[src/sv/ttiu_pkg.sv]
`default_nettype none
// ----------------------------------------------------------------------------
// ttiu_pkg: thermistor table interpolator package
// Widths, ohms table, status codes and stage payload types.
// ----------------------------------------------------------------------------
package ttiu_pkg;

  localparam int unsigned TableEntries    = 37;
  localparam int unsigned CodeW           = 16;
  localparam int unsigned OhmsW           = 16;
  localparam int unsigned TempW           = 9;
  localparam int unsigned StatusW         = 2;
  localparam int unsigned IdxW            = $clog2(TableEntries);
  // positive ADC code (15 bits) times series resistor (16 bits)
  localparam int unsigned ProdW           = CodeW - 1 + OhmsW;
  localparam int unsigned DivBitsPerStage = 2;
  localparam int unsigned DivStages       = OhmsW / DivBitsPerStage;
  // front (2) + divider + lookup (2) + interpolation (2)
  localparam int unsigned NumStages       = DivStages + 6;

  localparam int StepDeg = 5;
  localparam int BaseDeg = 40;
  // quotient of the fractional step is below StepDeg
  localparam int unsigned FracBits = $clog2(StepDeg);
  localparam int unsigned XW       = OhmsW + FracBits;

  localparam logic [OhmsW-1:0]        SeriesReset = OhmsW'(220);
  localparam logic signed [TempW-1:0] ColdDeg     = TempW'(-BaseDeg);
  localparam logic signed [TempW-1:0] HotDeg      =
    TempW'((TableEntries - 1) * StepDeg - BaseDeg);

  // descending resistance, one entry per 5 degC from -40 degC
  localparam logic [OhmsW-1:0] OhmsTable [TableEntries] = '{
    16'd44864, 16'd33676, 16'd25524, 16'd19525, 16'd15067, 16'd11724,
    16'd9195,  16'd7266,  16'd5784,  16'd4636,  16'd3740,  16'd3037,
    16'd2480,  16'd2038,  16'd1683,  16'd1398,  16'd1167,  16'd978,
    16'd825,   16'd698,   16'd594,   16'd507,   16'd435,   16'd374,
    16'd323,   16'd280,   16'd244,   16'd213,   16'd186,   16'd164,
    16'd144,   16'd128,   16'd113,   16'd100,   16'd90,    16'd80,
    16'd72
  };

  typedef enum logic [StatusW-1:0] {
    StInterp  = 2'd0,
    StCold    = 2'd1,
    StHot     = 2'd2,
    StInvalid = 2'd3
  } status_e;

  typedef struct packed {
    logic             invalid;
    logic [OhmsW-1:0] den;
    logic [ProdW-1:0] num;
  } mul_t;

  typedef struct packed {
    logic             invalid;
    logic             sat;
    logic [OhmsW-1:0] den;
    logic [OhmsW-1:0] rem;
    logic [OhmsW-1:0] work;  // dividend bits in, quotient bits out
  } div_t;

  typedef struct packed {
    logic                    invalid;
    logic [OhmsW-1:0]        ohms;
    logic [TableEntries-1:0] ge;
  } cmp_t;

  typedef struct packed {
    logic                    invalid;
    logic                    cold;
    logic                    hot;
    logic [OhmsW-1:0]        ohms;
    logic [OhmsW-1:0]        hi;
    logic [OhmsW-1:0]        lo;
    logic signed [TempW-1:0] base;
  } seg_t;

  typedef struct packed {
    logic                    invalid;
    logic                    cold;
    logic                    hot;
    logic [OhmsW-1:0]        ohms;
    logic [XW-1:0]           x;
    logic [OhmsW-1:0]        span;
    logic signed [TempW-1:0] base;
  } frac_t;

  // temperature at the start of segment idx
  function automatic logic signed [TempW-1:0] seg_base(logic [IdxW-1:0] idx);
    return TempW'(int'(idx) * StepDeg - BaseDeg);
  endfunction

endpackage
`default_nettype wire

[src/sv/ttiu_in_if.sv]
`default_nettype none
// ----------------------------------------------------------------------------
// ttiu_in_if: sample channel
// Valid/ready channel carrying one pair of ADC codes per transaction.
// ----------------------------------------------------------------------------
interface ttiu_in_if;
  logic                                 valid;
  logic                                 ready;
  logic signed [ttiu_pkg::CodeW-1:0]    ref_code;
  logic signed [ttiu_pkg::CodeW-1:0]    meas_code;

  modport source (output valid, ref_code, meas_code, input ready);
  modport sink   (input valid, ref_code, meas_code, output ready);
endinterface
`default_nettype wire

[src/sv/ttiu_out_if.sv]
`default_nettype none
// ----------------------------------------------------------------------------
// ttiu_out_if: result channel
// Valid/ready channel carrying temperature, resistance and status.
// ----------------------------------------------------------------------------
interface ttiu_out_if;
  logic                                 valid;
  logic                                 ready;
  logic signed [ttiu_pkg::TempW-1:0]    temp_celsius;
  logic [ttiu_pkg::OhmsW-1:0]           sensor_ohms;
  logic [ttiu_pkg::StatusW-1:0]         status;

  modport source (output valid, temp_celsius, sensor_ohms, status, input ready);
  modport sink   (input valid, temp_celsius, sensor_ohms, status, output ready);
endinterface
`default_nettype wire

[src/sv/ttiu_front.sv]
`default_nettype none
// ----------------------------------------------------------------------------
// ttiu_front: divider front end
// Stage 0: divisor and product. Stage 1: saturation check and divider setup.
// ----------------------------------------------------------------------------
module ttiu_front (
  input  logic                              clk_i,
  input  logic [1:0]                        ld_i,
  input  logic signed [ttiu_pkg::CodeW-1:0] ref_code_i,
  input  logic signed [ttiu_pkg::CodeW-1:0] meas_code_i,
  input  logic [ttiu_pkg::OhmsW-1:0]        series_ohms_i,
  output ttiu_pkg::div_t                    div_o
);
  import ttiu_pkg::*;

  logic signed [CodeW:0] diff;
  logic [CodeW-2:0]      meas_mag;
  mul_t                  mul_d, mul_q;
  div_t                  div_d, div_q;

  always_comb begin
    diff = {ref_code_i[CodeW-1], ref_code_i} - {meas_code_i[CodeW-1], meas_code_i};
    // negative node code gives a negative quotient, which saturates to 0
    meas_mag = meas_code_i[CodeW-1] ? '0 : meas_code_i[CodeW-2:0];
    mul_d.invalid = diff[CodeW] || (diff == '0);
    mul_d.den     = diff[OhmsW-1:0];
    mul_d.num     = ProdW'(meas_mag) * ProdW'(series_ohms_i);
  end

  always_comb begin
    div_d.invalid = mul_q.invalid;
    // quotient overflows 16 bits when the upper product half reaches den
    div_d.sat     = OhmsW'(mul_q.num[ProdW-1:OhmsW]) >= mul_q.den;
    div_d.den     = mul_q.den;
    div_d.rem     = OhmsW'(mul_q.num[ProdW-1:OhmsW]);
    div_d.work    = mul_q.num[OhmsW-1:0];
  end

  always_ff @(posedge clk_i) begin
    if (ld_i[0]) begin
      mul_q <= mul_d;
    end
    if (ld_i[1]) begin
      div_q <= div_d;
    end
  end

  assign div_o = div_q;

endmodule
`default_nettype wire

[src/sv/ttiu_div_stage.sv]
`default_nettype none
// ----------------------------------------------------------------------------
// ttiu_div_stage: restoring divider stage
// Retires DivBitsPerStage quotient bits per register stage.
// ----------------------------------------------------------------------------
module ttiu_div_stage (
  input  logic           clk_i,
  input  logic           ld_i,
  input  ttiu_pkg::div_t div_i,
  output ttiu_pkg::div_t div_o
);
  import ttiu_pkg::*;

  div_t div_d, div_q;

  always_comb begin
    logic [OhmsW:0] trial;
    logic           qbit;
    div_d = div_i;
    for (int b = 0; b < DivBitsPerStage; b++) begin
      trial = {div_d.rem, div_d.work[OhmsW-1]};
      if (trial >= {1'b0, div_d.den}) begin
        div_d.rem = OhmsW'(trial - {1'b0, div_d.den});
        qbit      = 1'b1;
      end else begin
        div_d.rem = trial[OhmsW-1:0];
        qbit      = 1'b0;
      end
      div_d.work = {div_d.work[OhmsW-2:0], qbit};
    end
  end

  always_ff @(posedge clk_i) begin
    if (ld_i) begin
      div_q <= div_d;
    end
  end

  assign div_o = div_q;

endmodule
`default_nettype wire

[src/sv/ttiu_lookup.sv]
`default_nettype none
// ----------------------------------------------------------------------------
// ttiu_lookup: table segment search
// Stage A: compare resistance against every entry. Stage B: encode segment.
// ----------------------------------------------------------------------------
module ttiu_lookup (
  input  logic           clk_i,
  input  logic [1:0]     ld_i,
  input  ttiu_pkg::div_t div_i,
  output ttiu_pkg::seg_t seg_o
);
  import ttiu_pkg::*;

  cmp_t cmp_d, cmp_q;
  seg_t seg_d, seg_q;

  always_comb begin
    cmp_d.invalid = div_i.invalid;
    if (div_i.invalid) begin
      cmp_d.ohms = '0;
    end else if (div_i.sat) begin
      cmp_d.ohms = '1;
    end else begin
      cmp_d.ohms = div_i.work;
    end
    for (int j = 0; j < TableEntries; j++) begin
      cmp_d.ge[j] = OhmsTable[j] >= cmp_d.ohms;
    end
  end

  // table is descending, so ge is a run of ones from entry 0
  always_comb begin
    logic [IdxW-1:0] idx;
    logic [IdxW-1:0] lo_idx;
    logic [IdxW-1:0] hi_idx;
    idx = '0;
    for (int j = TableEntries - 1; j >= 0; j--) begin
      if (!cmp_q.ge[j]) begin
        idx = IdxW'(j);
      end
    end
    lo_idx = (idx == '0) ? IdxW'(1) : idx;
    hi_idx = lo_idx - IdxW'(1);
    seg_d.invalid = cmp_q.invalid;
    seg_d.cold    = !cmp_q.ge[0];
    seg_d.hot     = &cmp_q.ge;
    seg_d.ohms    = cmp_q.ohms;
    seg_d.hi      = OhmsTable[hi_idx];
    seg_d.lo      = OhmsTable[lo_idx];
    seg_d.base    = seg_base(hi_idx);
  end

  always_ff @(posedge clk_i) begin
    if (ld_i[0]) begin
      cmp_q <= cmp_d;
    end
    if (ld_i[1]) begin
      seg_q <= seg_d;
    end
  end

  assign seg_o = seg_q;

endmodule
`default_nettype wire

[src/sv/ttiu_interp.sv]
`default_nettype none
// ----------------------------------------------------------------------------
// ttiu_interp: segment interpolation
// Stage A: offset and span. Stage B: short quotient, rounding, result select.
// ----------------------------------------------------------------------------
module ttiu_interp (
  input  logic                               clk_i,
  input  logic [1:0]                         ld_i,
  input  ttiu_pkg::seg_t                     seg_i,
  output logic signed [ttiu_pkg::TempW-1:0]  temp_o,
  output logic [ttiu_pkg::OhmsW-1:0]         ohms_o,
  output ttiu_pkg::status_e                  status_o
);
  import ttiu_pkg::*;

  frac_t                   frac_d, frac_q;
  logic signed [TempW-1:0] temp_d, temp_q;
  logic [OhmsW-1:0]        ohms_q;
  status_e                 status_d, status_q;

  always_comb begin
    logic [OhmsW-1:0] offs;
    offs = seg_i.hi - seg_i.ohms;
    frac_d.invalid = seg_i.invalid;
    frac_d.cold    = seg_i.cold;
    frac_d.hot     = seg_i.hot;
    frac_d.ohms    = seg_i.ohms;
    frac_d.x       = XW'(offs) * XW'(StepDeg);
    frac_d.span    = seg_i.hi - seg_i.lo;
    frac_d.base    = seg_i.base;
  end

  // x / span lies in 0..StepDeg-1; negative sums truncate up towards zero
  always_comb begin
    logic [XW-1:0]       rem;
    logic [XW-1:0]       sub;
    logic [FracBits-1:0] q;
    logic                round_up;
    logic [TempW-1:0]    sum;
    rem = frac_q.x;
    q   = '0;
    for (int b = FracBits - 1; b >= 0; b--) begin
      sub = XW'(frac_q.span) << b;
      if (rem >= sub) begin
        rem  = rem - sub;
        q[b] = 1'b1;
      end
    end
    round_up = frac_q.base[TempW-1] && (rem != '0);
    sum = TempW'(frac_q.base) + TempW'(q) + TempW'(round_up);
    if (frac_q.invalid) begin
      temp_d   = '0;
      status_d = StInvalid;
    end else if (frac_q.cold) begin
      temp_d   = ColdDeg;
      status_d = StCold;
    end else if (frac_q.hot) begin
      temp_d   = HotDeg;
      status_d = StHot;
    end else begin
      temp_d   = $signed(sum);
      status_d = StInterp;
    end
  end

  always_ff @(posedge clk_i) begin
    if (ld_i[0]) begin
      frac_q <= frac_d;
    end
    if (ld_i[1]) begin
      temp_q   <= temp_d;
      ohms_q   <= frac_q.ohms;
      status_q <= status_d;
    end
  end

  assign temp_o   = temp_q;
  assign ohms_o   = ohms_q;
  assign status_o = status_q;

endmodule
`default_nettype wire

[src/sv/thermistor_table_interpolator_unit.sv]
`default_nettype none
// Throughput: one transaction per cycle unless the output stalls, set by the
//   14-stage pipeline in which the 16-bit restoring divider retires two
//   quotient bits per stage.
// Reset: rst_ni clears every stage valid bit and loads series_ohms with 220;
//   the block accepts samples in the first cycle after reset.
// ----------------------------------------------------------------------------
// thermistor_table_interpolator_unit: NTC thermistor temperature pipeline
// Converts divider ADC codes to resistance and interpolates a 5 degC table.
// ----------------------------------------------------------------------------
module thermistor_table_interpolator_unit (
  input  logic                        clk_i,
  input  logic                        rst_ni,
  input  logic                        cfg_we_i,
  input  logic [ttiu_pkg::OhmsW-1:0]  cfg_wdata_i,
  ttiu_in_if.sink                     sample_i,
  ttiu_out_if.source                  result_o
);
  import ttiu_pkg::*;

  // Stage map
  //   0            : ref - meas and meas * series_ohms
  //   1            : overflow check, divider setup
  //   2 .. 9       : divider, two quotient bits each
  //   10           : resistance clamp, compare against all table entries
  //   11           : segment encode, table read of both segment ends
  //   12           : offset within segment times 5, segment span
  //   13           : fractional quotient, rounding, output register

  logic [OhmsW-1:0]        series_q;
  logic [NumStages-1:0]    vld_q;
  logic [NumStages-1:0]    vld_d;
  logic [NumStages:0]      ld;
  div_t                    div_chain [DivStages+1];
  seg_t                    seg;
  logic signed [TempW-1:0] temp;
  logic [OhmsW-1:0]        ohms;
  status_e                 status;

  // Series resistor; user writes only while the pipeline is empty, unchecked.
  always_ff @(posedge clk_i or negedge rst_ni) begin
    if (!rst_ni) begin
      series_q <= SeriesReset;
    end else if (cfg_we_i) begin
      series_q <= cfg_wdata_i;
    end
  end

  // A stage loads when it is empty or when the stage after it loads, so
  // bubbles collapse and a stall at the output holds every occupied stage.
  assign ld[NumStages] = result_o.ready;
  for (genvar k = 0; k < NumStages; k++) begin : g_ld
    assign ld[k] = !vld_q[k] || ld[k+1];
  end

  assign vld_d = {vld_q[NumStages-2:0], sample_i.valid};

  always_ff @(posedge clk_i or negedge rst_ni) begin
    if (!rst_ni) begin
      vld_q <= '0;
    end else begin
      vld_q <= (vld_q & ~ld[NumStages-1:0]) | (vld_d & ld[NumStages-1:0]);
    end
  end

  assign sample_i.ready = ld[0];

  ttiu_front u_front (
    .clk_i         (clk_i),
    .ld_i          (ld[1:0]),
    .ref_code_i    (sample_i.ref_code),
    .meas_code_i   (sample_i.meas_code),
    .series_ohms_i (series_q),
    .div_o         (div_chain[0])
  );

  for (genvar d = 0; d < DivStages; d++) begin : g_div
    ttiu_div_stage u_div_stage (
      .clk_i (clk_i),
      .ld_i  (ld[2+d]),
      .div_i (div_chain[d]),
      .div_o (div_chain[d+1])
    );
  end

  ttiu_lookup u_lookup (
    .clk_i (clk_i),
    .ld_i  (ld[DivStages+3:DivStages+2]),
    .div_i (div_chain[DivStages]),
    .seg_o (seg)
  );

  ttiu_interp u_interp (
    .clk_i    (clk_i),
    .ld_i     (ld[DivStages+5:DivStages+4]),
    .seg_i    (seg),
    .temp_o   (temp),
    .ohms_o   (ohms),
    .status_o (status)
  );

  // Last stage is the output register; a transaction completes on ready.
  assign result_o.valid        = vld_q[NumStages-1];
  assign result_o.temp_celsius = temp;
  assign result_o.sensor_ohms  = ohms;
  assign result_o.status       = status;

endmodule
`default_nettype wire

[src/flat_wrapper.sv]
// flat-port wrapper written by rule: the top's interface ports become plain ports
module thermistor_table_interpolator_unit_flat import ttiu_pkg::*;
  (clk_i, rst_ni, cfg_we_i, cfg_wdata_i, sample_i_valid, sample_i_ref_code, sample_i_meas_code, sample_i_ready, result_o_valid, result_o_temp_celsius, result_o_sensor_ohms, result_o_status, result_o_ready);
  ttiu_in_if sample_i_i ();
  ttiu_out_if result_o_i ();
  input  logic clk_i;
  input  logic rst_ni;
  input  logic cfg_we_i;
  input  logic [ttiu_pkg::OhmsW-1:0] cfg_wdata_i;
  input wire logic [$bits(sample_i_i.valid)-1:0] sample_i_valid;
  input wire logic [$bits(sample_i_i.ref_code)-1:0] sample_i_ref_code;
  input wire logic [$bits(sample_i_i.meas_code)-1:0] sample_i_meas_code;
  output wire logic [$bits(sample_i_i.ready)-1:0] sample_i_ready;
  output wire logic [$bits(result_o_i.valid)-1:0] result_o_valid;
  output wire logic [$bits(result_o_i.temp_celsius)-1:0] result_o_temp_celsius;
  output wire logic [$bits(result_o_i.sensor_ohms)-1:0] result_o_sensor_ohms;
  output wire logic [$bits(result_o_i.status)-1:0] result_o_status;
  input wire logic [$bits(result_o_i.ready)-1:0] result_o_ready;
  assign sample_i_i.valid = sample_i_valid;
  assign sample_i_i.ref_code = sample_i_ref_code;
  assign sample_i_i.meas_code = sample_i_meas_code;
  assign sample_i_ready = sample_i_i.ready;
  assign result_o_valid = result_o_i.valid;
  assign result_o_temp_celsius = result_o_i.temp_celsius;
  assign result_o_sensor_ohms = result_o_i.sensor_ohms;
  assign result_o_status = result_o_i.status;
  assign result_o_i.ready = result_o_ready;
  thermistor_table_interpolator_unit u_core (.clk_i(clk_i), .rst_ni(rst_ni), .cfg_we_i(cfg_we_i), .cfg_wdata_i(cfg_wdata_i), .sample_i(sample_i_i), .result_o(result_o_i));
endmodule
[config.mk]
export PLATFORM = sky130hd
export DESIGN_NAME = thermistor_table_interpolator_unit_flat
export DESIGN_NICKNAME = d
export VERILOG_FILES = /design/src/sv/ttiu_pkg.sv /design/src/sv/ttiu_in_if.sv /design/src/sv/ttiu_out_if.sv /design/src/sv/ttiu_front.sv /design/src/sv/ttiu_div_stage.sv /design/src/sv/ttiu_lookup.sv /design/src/sv/ttiu_interp.sv /design/src/sv/thermistor_table_interpolator_unit.sv /design/src/flat_wrapper.sv
export SDC_FILE = /design/constraint.sdc
export NUM_CORES = 2
export LEC_CHECK = 0
export BUFFER_PORTS_ARGS = -buffer_cell sky130_fd_sc_hd__buf_4
export CORE_MARGIN = 5
export CORE_UTILIZATION = 45
export DETAILED_ROUTE_END_ITERATION = 7
export SETUP_SLACK_MARGIN = 0.1
export SLEW_MARGIN = 20
export SYNTH_ARGS = -nofsm -noshare
export SYNTH_HDL_FRONTEND = slang
export SYNTH_SLANG_ARGS = --single-unit
[constraint.sdc]
create_clock -name clk_i -period 16.7 [get_ports clk_i]
set_clock_uncertainty 0.1 [all_clocks]
set_input_delay 2.505 -clock clk_i [delete_from_list [all_inputs] [get_ports clk_i]]
set_output_delay 2.505 -clock clk_i [all_outputs]
set_load 0.005 [all_outputs]
==> flow_summary.ini <==
[layout]
nNetsFinal = 5894
regArea_um2 = 20800
drive_gt1_share_pct = 9.30
multi_input_area_um2 = 28700
area_growth_pct = 9.56
fill_cells = 10500

[synth]
netlist.area_leader.share_pct = 38.5
syn_nets = 5814
syn_area_um2 = 52100
syn_inst = 5050
ys_async_sr_fraction_pct = 4.29
synth-seq-cells = 699
synth_edf_count = 669
yosysSeqAreaShare_pct = 40.0
synth.most_common_cell = edfxtp_1
syn_area_per_cell_um2 = 10.3
ys_top_cells_by_area = edfxtp_1 (39%), ha_1 (12%), fa_1 (7.9%), inv_1 (4.2%), a21oi_1 (3.7%)
yosysTopAreaCell = edfxtp_1
synth_commonest_cells = edfxtp_1 (669), inv_1 (577), ha_1 (505), a21oi_1 (381), nor2_1 (373)
synth-main-ff-cell = edfxtp_1
ys_types = 90
synth_warnings = 0

[cts]
clock-root-buffer = clkbuf_16
insertion_delay_ps = 630
path_clk_slew_ps = 60
cts_made_buffers = 78
cts_tree = yes
clock-sinks = 699
clock_path_buffers = 3
htree_levels = 3
cts-resized-gates = 0
cts_setup_buffers = 0
hold_buffers = 0

[worst_setup_path]
end_kind = flip-flop
cp-start-kind = flip-flop
critPathTopFamily = compound AO/OA/AOI/OAI gates
crit_type = reg -> reg
arrival_ps = 10610
crit_buf_inv = 4
r2r-start = u_core.u_interp.frac_q[10]$_DFFE_PP_
rrSetupSlack_ps = 6370
slowest_stage = o31ai_1
crit_top_cell = a21oi_1
r2r_end = u_core.u_interp.temp_o[8]$_SDFFCE_PP0P_
cpPeakStageDelay_ps = 510
worstPathRequired_ps = 16980
worst_r2r_path_depth = 39
crit_fanout = 20

[worst_hold_path]
worstHoldStart = u_core.g_div[6].u_div_stage.div_o[7]$_DFFE_PN_
hold_end = u_core.g_div[7].u_div_stage.div_o[9]$_DFFE_PP_
hp-class = reg -> reg
hold_depth = 0

[route]
drt_wl_total_mm = 126
post_drt_wl_per_cell_um = 18.9
first_pass_iters = 5
antenna_left = 0
via_per_inst = 5.59
first_iter_violations = 2603
num_vias = 37500
drc_errors = 0

[global_routing]
grt_usage_pct = 20.4
grt_first_pass_wirelength_mm = 201
overflow = 0
use_met1_pct = 27.8
grt_antenna_before_repair = 3
use_met3_pct = 2.76
grtUsageMet2_pct = 34.5
top_usage_layer = met2
grt_max_degree = 99
grt_pass1_vias = 36800

[die]
die_w_um = 350
die_area_um2 = 123000
std_cell_rows = 124
initial_core_util_pct = 45.5
coreArea_um2 = 115000
ios = 82
die_y_um = 350

[timing]
max-slew-margin-rel_pct = 28.9
tightest_slew_ps = 1060
rsz0062_at_grt = no
setup_viol = 0
fin_crit_ps = 10330
fin_crit_sh_pct = 61.9
slew_viol_final = 0
finalHoldViolations = 0
clock.fmax_mhz = 96.8
fin_tns_setup_ps = 0

[status]
status = complete, no violations

[run]
cap_violations = 0

[placed_design]
gp_congestion = 0.898
port_buffers = 81
dpl.hpwl_mm = 99.8
[layout make-up]
type	count	share of cell area [%]
clock buffers	97	3.69
clock inverters	45	0.909
multi-input cells	3650	50.2
repair buffers	122	1.60
inverters	579	3.81
diodes	1	0.00438
well taps	1512	3.31
flip-flops and latches	699	36.5
[metal layers]
layer | share of wire [%] | wire length (um) | vias to the layer above
met5 | 0 | 0 | -
met4 | 2.4 | 3080 | 0
met2 | 48 | 60500 | 874
met1 | 45 | 56800 | 18100
met3 | 4.9 | 6150 | 164
li1 | - | - | 18300
[cells by family (layout without fill, tap and decap cells)]
family,count (synthesis),in the layout,share of synthesized area [%]
flip-flops,699,699,40.0
buffers and inverters,701,843,5.11
AO/OA/AOI/OAI,1104,1104,13.4
AND/OR/NAND/NOR,1345,1345,12.3
XOR/XNOR,288,288,4.84
other,0,1,0
adder cells (fa/ha/maj),711,711,20.0
multiplexers,202,202,4.33
[stage by stage]
step	util (%)	setup slack [ps]	cell area, um2	cells	hold WS [ps]
floorplan	-	6280	52100	5050	300
global placement	47.5	6630	54500	6562	301
detailed placement	47.5	6540	54500	6562	305
CTS	49.8	6490	57100	6704	303
global route	49.8	5680	57100	6704	318
finish	49.8	6370	57100	6705	308
[worst register-to-register path, delay by kind of cell (launching register included)]
family | cells | cell delay (ps)
flip-flops | 1 | 360
AND/OR/NAND/NOR | 10 | 1760
XOR/XNOR | 1 | 120
multiplexers | 2 | 570
buffers and inverters | 4 | 1180
adder cells (fa/ha/maj) | 5 | 1410
AO/OA/AOI/OAI | 17 | 4570
[state kept, by name, summed over array words and instances, names as in the netlist, named ones only]
name and flops:
u_core.g_div.u_div_stage.div_o 368, u_core.series_q 16, u_core.u_front.div_d 48, u_core.u_front.div_o 49, u_core.u_interp.frac_q 63, u_core.u_interp.ohms_o 16
u_core.u_interp.status_o 2, u_core.u_interp.temp_o 9, u_core.u_lookup.cmp_q 54, u_core.u_lookup.seg_o 60
[worst max path at each step]
stage	startpoint	to	slack, ps	depth (start not counted)
6_report	u_core.u_interp.frac_q[10]$_DFFE_PP_	u_core.u_interp.temp_o[8]$_SDFFCE_PP0P_	6370	39
5_1_grt	u_core.u_interp.frac_q[10]$_DFFE_PP_	u_core.u_interp.temp_o[8]$_SDFFCE_PP0P_	5680	39
4_1_cts	u_core.u_interp.frac_q[10]$_DFFE_PP_	u_core.u_interp.temp_o[8]$_SDFFCE_PP0P_	6490	39
3_5_place_dp	u_core.u_interp.frac_q[10]$_DFFE_PP_	u_core.u_interp.temp_o[8]$_SDFFCE_PP0P_	6540	39
3_3_place_gp	u_core.u_interp.frac_q[10]$_DFFE_PP_	u_core.u_interp.temp_o[8]$_SDFFCE_PP0P_	6630	40
2_1_floorplan	result_o_ready	sample_i_ready	6280	9
[cells in the final DEF, fill, tap and decap left out, types with 121 or more instances in the layout]
cell      count
edfxtp_1    669
inv_1       572
ha_1        505
a21oi_1     381
nor2_1      373
nand2_1     361
o21ai_0     209
fa_1        206
xnor2_1     203
mux2_2      161
and3_1      129
buf_4       122
a21o_1      121
Power is left out: the tool's default activity adds up to more than one toggle a clock period on the data nets, which glitch-free logic cannot reach.
